### config.mk
export PLATFORM = sky130hd
export DESIGN_NAME = ntms_cell
export DESIGN_NICKNAME = d
export VERILOG_FILES = /design/src/design/ntms_pkg.sv /design/src/design/ntms_cell.sv
export SDC_FILE = /design/constraint.sdc
export NUM_CORES = 2
export LEC_CHECK = 0
export ABC_AREA = 1
export BUFFER_PORTS_ARGS = -buffer_cell sky130_fd_sc_hd__buf_2
export CORE_MARGIN = 1.5
export CORE_UTILIZATION = 50
export CTS_CLUSTER_DIAMETER = 150
export DETAILED_ROUTE_END_ITERATION = 8
export PLACE_DENSITY = 0.69
export SYNTH_ARGS = -nofsm -noshare
export SYNTH_HDL_FRONTEND = slang
export SYNTH_SLANG_ARGS = --single-unit
### constraint.sdc
create_clock -name clk -period 13.1 [get_ports clk]
set_input_delay 1.965 -clock clk [delete_from_list [all_inputs] [get_ports clk]]
set_output_delay 1.965 -clock clk [all_outputs]
set_load 0.01 [all_outputs]
### src/design/ntms_pkg.sv
// Shared types, codes and widths for the nearest triangle match search.
package ntms_pkg;

  localparam int MAX_FACES_DEF  = 4096;
  localparam int COORD_BITS_DEF = 24;

  localparam int IN_COORD_W = 24;
  localparam int THR_W      = 51;
  localparam int SCORE_W    = 52;
  localparam int IDX_W      = 12;
  localparam int STATUS_W   = 3;
  localparam int REQ_W      = 2;

  localparam logic [THR_W-1:0] THR_RESET = THR_W'(167772);

  typedef enum logic [REQ_W-1:0] {
    REQ_LOAD   = 2'd0,
    REQ_QUERY  = 2'd1,
    REQ_CLEAR  = 2'd2,
    REQ_UNUSED = 2'd3
  } req_t;

  typedef enum logic [STATUS_W-1:0] {
    ST_MATCH   = 3'd0,
    ST_NOMATCH = 3'd1,
    ST_LOADED  = 3'd2,
    ST_FULL    = 3'd3,
    ST_CLEARED = 3'd4
  } status_t;

  // Control that travels with each candidate along the cell chain.
  typedef struct packed {
    logic valid;
    logic last;
    logic reject;
  } chain_ctrl_t;

endpackage

### src/design/ntms_cell.sv
// One vertex cell: squared distance of one vertex, threshold check, running sum.
module ntms_cell #(
  parameter int COORD_BITS = ntms_pkg::COORD_BITS_DEF,
  parameter int SLOT_W     = 12
) (
  input  logic                           clk,
  input  logic                           rst_n,
  input  logic [ntms_pkg::THR_W-1:0]     thr,
  input  logic                           q_load,
  input  logic [COORD_BITS-1:0]          q_x,
  input  logic [COORD_BITS-1:0]          q_y,
  input  logic [COORD_BITS-1:0]          q_z,
  input  ntms_pkg::chain_ctrl_t          in_ctrl,
  input  logic [SLOT_W-1:0]              in_slot,
  input  logic [ntms_pkg::SCORE_W-1:0]   in_total,
  input  logic [9*COORD_BITS-1:0]        in_word,
  output ntms_pkg::chain_ctrl_t          out_ctrl,
  output logic [SLOT_W-1:0]              out_slot,
  output logic [ntms_pkg::SCORE_W-1:0]   out_total,
  output logic [9*COORD_BITS-1:0]        out_word
);
  import ntms_pkg::*;

  localparam int CB    = COORD_BITS;
  localparam int SQ_W  = 2 * CB;
  localparam int SUM_W = 2 * CB + 2;
  localparam int WW    = 9 * CB;

  logic [CB-1:0]      q_r [3];
  logic [SQ_W-1:0]    sq_nxt [3];
  logic [SQ_W-1:0]    sq_a_r [3];
  chain_ctrl_t        ctrl_a_r;
  logic [SLOT_W-1:0]  slot_a_r;
  logic [SCORE_W-1:0] total_a_r;
  logic [WW-1:0]      word_a_r;
  chain_ctrl_t        ctrl_b_r, ctrl_b_nxt;
  logic [SLOT_W-1:0]  slot_b_r;
  logic [SCORE_W-1:0] total_b_r;
  logic [WW-1:0]      word_b_r;
  logic [SUM_W-1:0]   sum;
  logic               over;

  always_ff @(posedge clk) begin
    if (q_load) begin
      q_r[0] <= q_x;
      q_r[1] <= q_y;
      q_r[2] <= q_z;
    end
  end

  // Per-axis absolute difference and square; this cell uses the lowest vertex of the word.
  always_comb begin
    logic [CB-1:0] rc;
    logic [CB:0]   d;
    logic [CB:0]   ad;
    for (int a = 0; a < 3; a++) begin
      rc = in_word[a*CB +: CB];
      d  = {q_r[a][CB-1], q_r[a]} - {rc[CB-1], rc};
      ad = d[CB] ? (~d + 1'b1) : d;
      sq_nxt[a] = ad[CB-1:0] * ad[CB-1:0];
    end
  end

  always_ff @(posedge clk) begin
    if (!rst_n) begin
      ctrl_a_r <= '0;
    end else begin
      ctrl_a_r <= in_ctrl;
    end
  end

  always_ff @(posedge clk) begin
    slot_a_r  <= in_slot;
    total_a_r <= in_total;
    word_a_r  <= {{(3*CB){1'b0}}, in_word[WW-1:3*CB]};
    for (int a = 0; a < 3; a++) begin
      sq_a_r[a] <= sq_nxt[a];
    end
  end

  assign sum  = SUM_W'(sq_a_r[0]) + SUM_W'(sq_a_r[1]) + SUM_W'(sq_a_r[2]);
  assign over = THR_W'(sum) > thr;

  always_comb begin
    ctrl_b_nxt        = ctrl_a_r;
    ctrl_b_nxt.reject = ctrl_a_r.reject | over;
  end

  always_ff @(posedge clk) begin
    if (!rst_n) begin
      ctrl_b_r <= '0;
    end else begin
      ctrl_b_r <= ctrl_b_nxt;
    end
  end

  always_ff @(posedge clk) begin
    slot_b_r  <= slot_a_r;
    total_b_r <= total_a_r + SCORE_W'(sum);
    word_b_r  <= word_a_r;
  end

  assign out_ctrl  = ctrl_b_r;
  assign out_slot  = slot_b_r;
  assign out_total = total_b_r;
  assign out_word  = word_b_r;

endmodule

==> summary.log <==
[timing] actual slew at the worst max-slew pin 1160 ps
[cts] number of sinks on the clock net 635
[timing] unrepaired setup endpoints after global routing no
[floorplan] Initial Util 0.503
[floorplan] number of placement rows 143
[finish] fraction of layout instances using a drive strength above 1 0.0989
[timing] max-slew violation count 0
[floorplan] Total Die Area 0.155 mm²
[synthesis] sequential element share of the synthesized area 0.176
[synthesis] fraction of synthesis flops using an asynchronous set or reset pin 0
[cts] Inserted Clock Buffers 70
[setup_path] slowest cell on the critical path fa_1
[route] via total after detailed routing 59300
[global_route] first-pass GRT wire length 339 mm
[global_route] number of antenna violations at the first check in global routing 10
[cts] count of instances resized after the clock tree is built 0
[place] DPL Wire Length 183 mm
[cts] Longest Clk Path Bufs 3
[place] total instance count after detailed placement 11400
[timing] final cycle utilization of the critical path 0.864
[setup_path] terminus of the critical flop-to-flop path sq_a_r[0][46]
[cts] clock tree from TritonCTS built
[cts] number of H-tree levels 3
[setup_path] category of the worst setup path launch point primary input
[hold_path] destination of the worst hold path out_word[70]
[synthesis] netlist area before placement 0.0763 mm²
[place] DP Worst Slack 1250 ps
[setup_path] Worst R2R Path Depth 40
[setup_path] startpoint of the most critical register-to-register path q_r[0][0]
[route] number of detailed-route iterations in the first pass 6
[route] number of antenna-violating nets in the routed design 0
[synthesis] warnings from Yosys 0
[setup_path] CP Data Required Time 13710 ps
[route] Avg Vias per Cell 5.16
[setup_path] arrival time at the worst endpoint 11930 ps
[timing] final clock skew 37.1 ps
[global_route] global router's overall resource usage 0.280
[synthesis] Netlist cell types 65
[timing] Hold Violations, Final 0
[cts] clock root buffer clkbuf_16
[setup_path] largest stage delay on the critical path 570 ps
[global_route] largest net degree at the start of global routing 57
[cts] cts-stage hold buffer count 0
[timing] total negative slack 0 ps
[synthesis] number of flops mapped to enable cells by yosys 72
[timing] endpoints failing setup 0
[synthesis] library cell with the largest summed area after synthesis fa_1
[synthesis] fraction of synthesized cell area taken by the top area cell type 0.346
[floorplan] area of the placeable core 0.152 mm²
[timing] Slew HR 0.223
[outcome] result of the run completed
[place] number of buffers inserted by port buffering 619
[route] average wire per standard cell 18.8 µm
[cts] CTS clock-pin slew for the worst setup and hold paths 70 ps
[synthesis] Main synth FF type dfxtp_1
[timing] Hold Worst Slack 308 ps
[hold_path] class of the most critical hold timing path register to register
[synthesis] register bit count reported by yosys 635
[timing] setup ws final 1780 ps
[route] DRC viols 0
[setup_path] critical path class primary input to register
[route] total wire length 215 mm
[finish] most used cells in the layout excluding fill and tap cells 2200 x inv_1, 1318 x fa_1, 1202 x nand2_1
[synthesis] most area-consuming cells after synthesis fa_1 35%, dfxtp_1 15%, ha_1 12%
[setup_path] Worst R2R Setup Slack 2830 ps
[synthesis] Mean Syn Cell Area 8.69 µm²
[finish] number of nets in the layout 11900
[synthesis] synthesized instance count 8777
[setup_path] element type at the critical path end register
[flow_run] number of maximum-capacitance constraint violations 0
[timing] Max Fclk 0.0884 GHz
[floorplan] Die Span Y 394 µm
[global_route] total global routing overflow 0
[floorplan] count of boundary I/O pins 692
[global_route] via count of the first global-routing pass 63200
[timing] fin crit period 11320 ps
[finish] non-filler cells in the finished layout 11500
[hold_path] startpoint of the tightest hold check path word_a_r[70]
[setup_path] peak fanout along the critical path 21
[hold_path] hold depth 0
[cts] Post-CTS Setup Bufs 0
[finish] Syn-to-layout area delta 10.1%
[finish] most common cell after layout, fill and taps aside inv_1
[floorplan] horizontal die dimension 394 µm
[route] Starting DRT DRC Count 3670
[place] final weighted congestion of routability-driven global placement 0.966
[cts] clock latency of the later-clocked register in the worst-skew pair 700 ps
==> cells in the mapped netlist, types with 43 or more instances <==
library cell and instances:
buf_2 65, inv_2 43, edfxtp_1 72, dfxtp_1 563, inv_1 2200, nor2_1 921
nand4_1 62, ha_1 730, a21oi_1 412, xor2_1 177, nand3_1 199, nand2_1 1202
buf_4 82, fa_1 1318, xnor2_1 89, o21ai_0 188, a31oi_1 64
==> kinds of logic after synthesis <==
group	count (synthesis)	share of synthesized area
simple gates	2550	0.137
buf+inv	2434	0.126
compound gates	831	0.0617
fa+ha+maj	2048	0.466
xor+xnor	277	0.0333
other cells	2	0.0000985
flops	635	0.176
==> stage by stage <==
step                      area [µm²]   util
after CTS                      83900  0.553
after floorplan                76500      -
after detailed placement       81400  0.536
after global routing           83900  0.553
final                          83900  0.553
after global placement         81400  0.536
==> flip-flops by register name (all words and copies together), names as in the netlist <==
signal and cells:
out_total 52, sq_a_r 141, out_word 144, word_a_r 144, out_slot 12, out_ctrl 3
q_r 72, slot_a_r 12, ctrl_a_r 3, total_a_r 52
==> area by class of cell <==
type	count	area, µm²
flip-flops and latches	635	13400
fillers	14100	67800
repair buffers	664	3440
inverters	2249	8450
diodes	6	15.0
well taps	2030	2540
clock inverters	37	602
multi-input cells	5781	53500
clock buffers	88	1940
==> worst max-delay path, delay by kind of cell <==
family,cells,cell delay (ps)
xor+xnor,1,200
fa+ha+maj,10,4520
simple gates,15,2670
compound gates,4,980
buf+inv,10,1580
==> per-layer routing <==
metal,track usage,share of wire,up-vias
li1,-,-,27500
met1,0.347,0.39,28800
met2,0.473,0.47,2389
met3,0.0475,0.076,571
met4,0.141,0.056,8
met5,0,0.00025,-
==> how the worst max path moves through the flow <==
stage	from	to	cells after the start
final	in_word[0]	sq_a_r[0][46]	40
after global routing	in_word[0]	sq_a_r[0][34]	36
after CTS	in_word[24]	sq_a_r[0][91]	44
after detailed placement	in_word[24]	sq_a_r[0][91]	44
after global placement	in_word[48]	sq_a_r[0][142]	42
after floorplan	in_word[24]	sq_a_r[0][91]	45
Power is left out: the tool's default activity adds up to more than one toggle a clock period on the data nets, which glitch-free logic cannot reach.
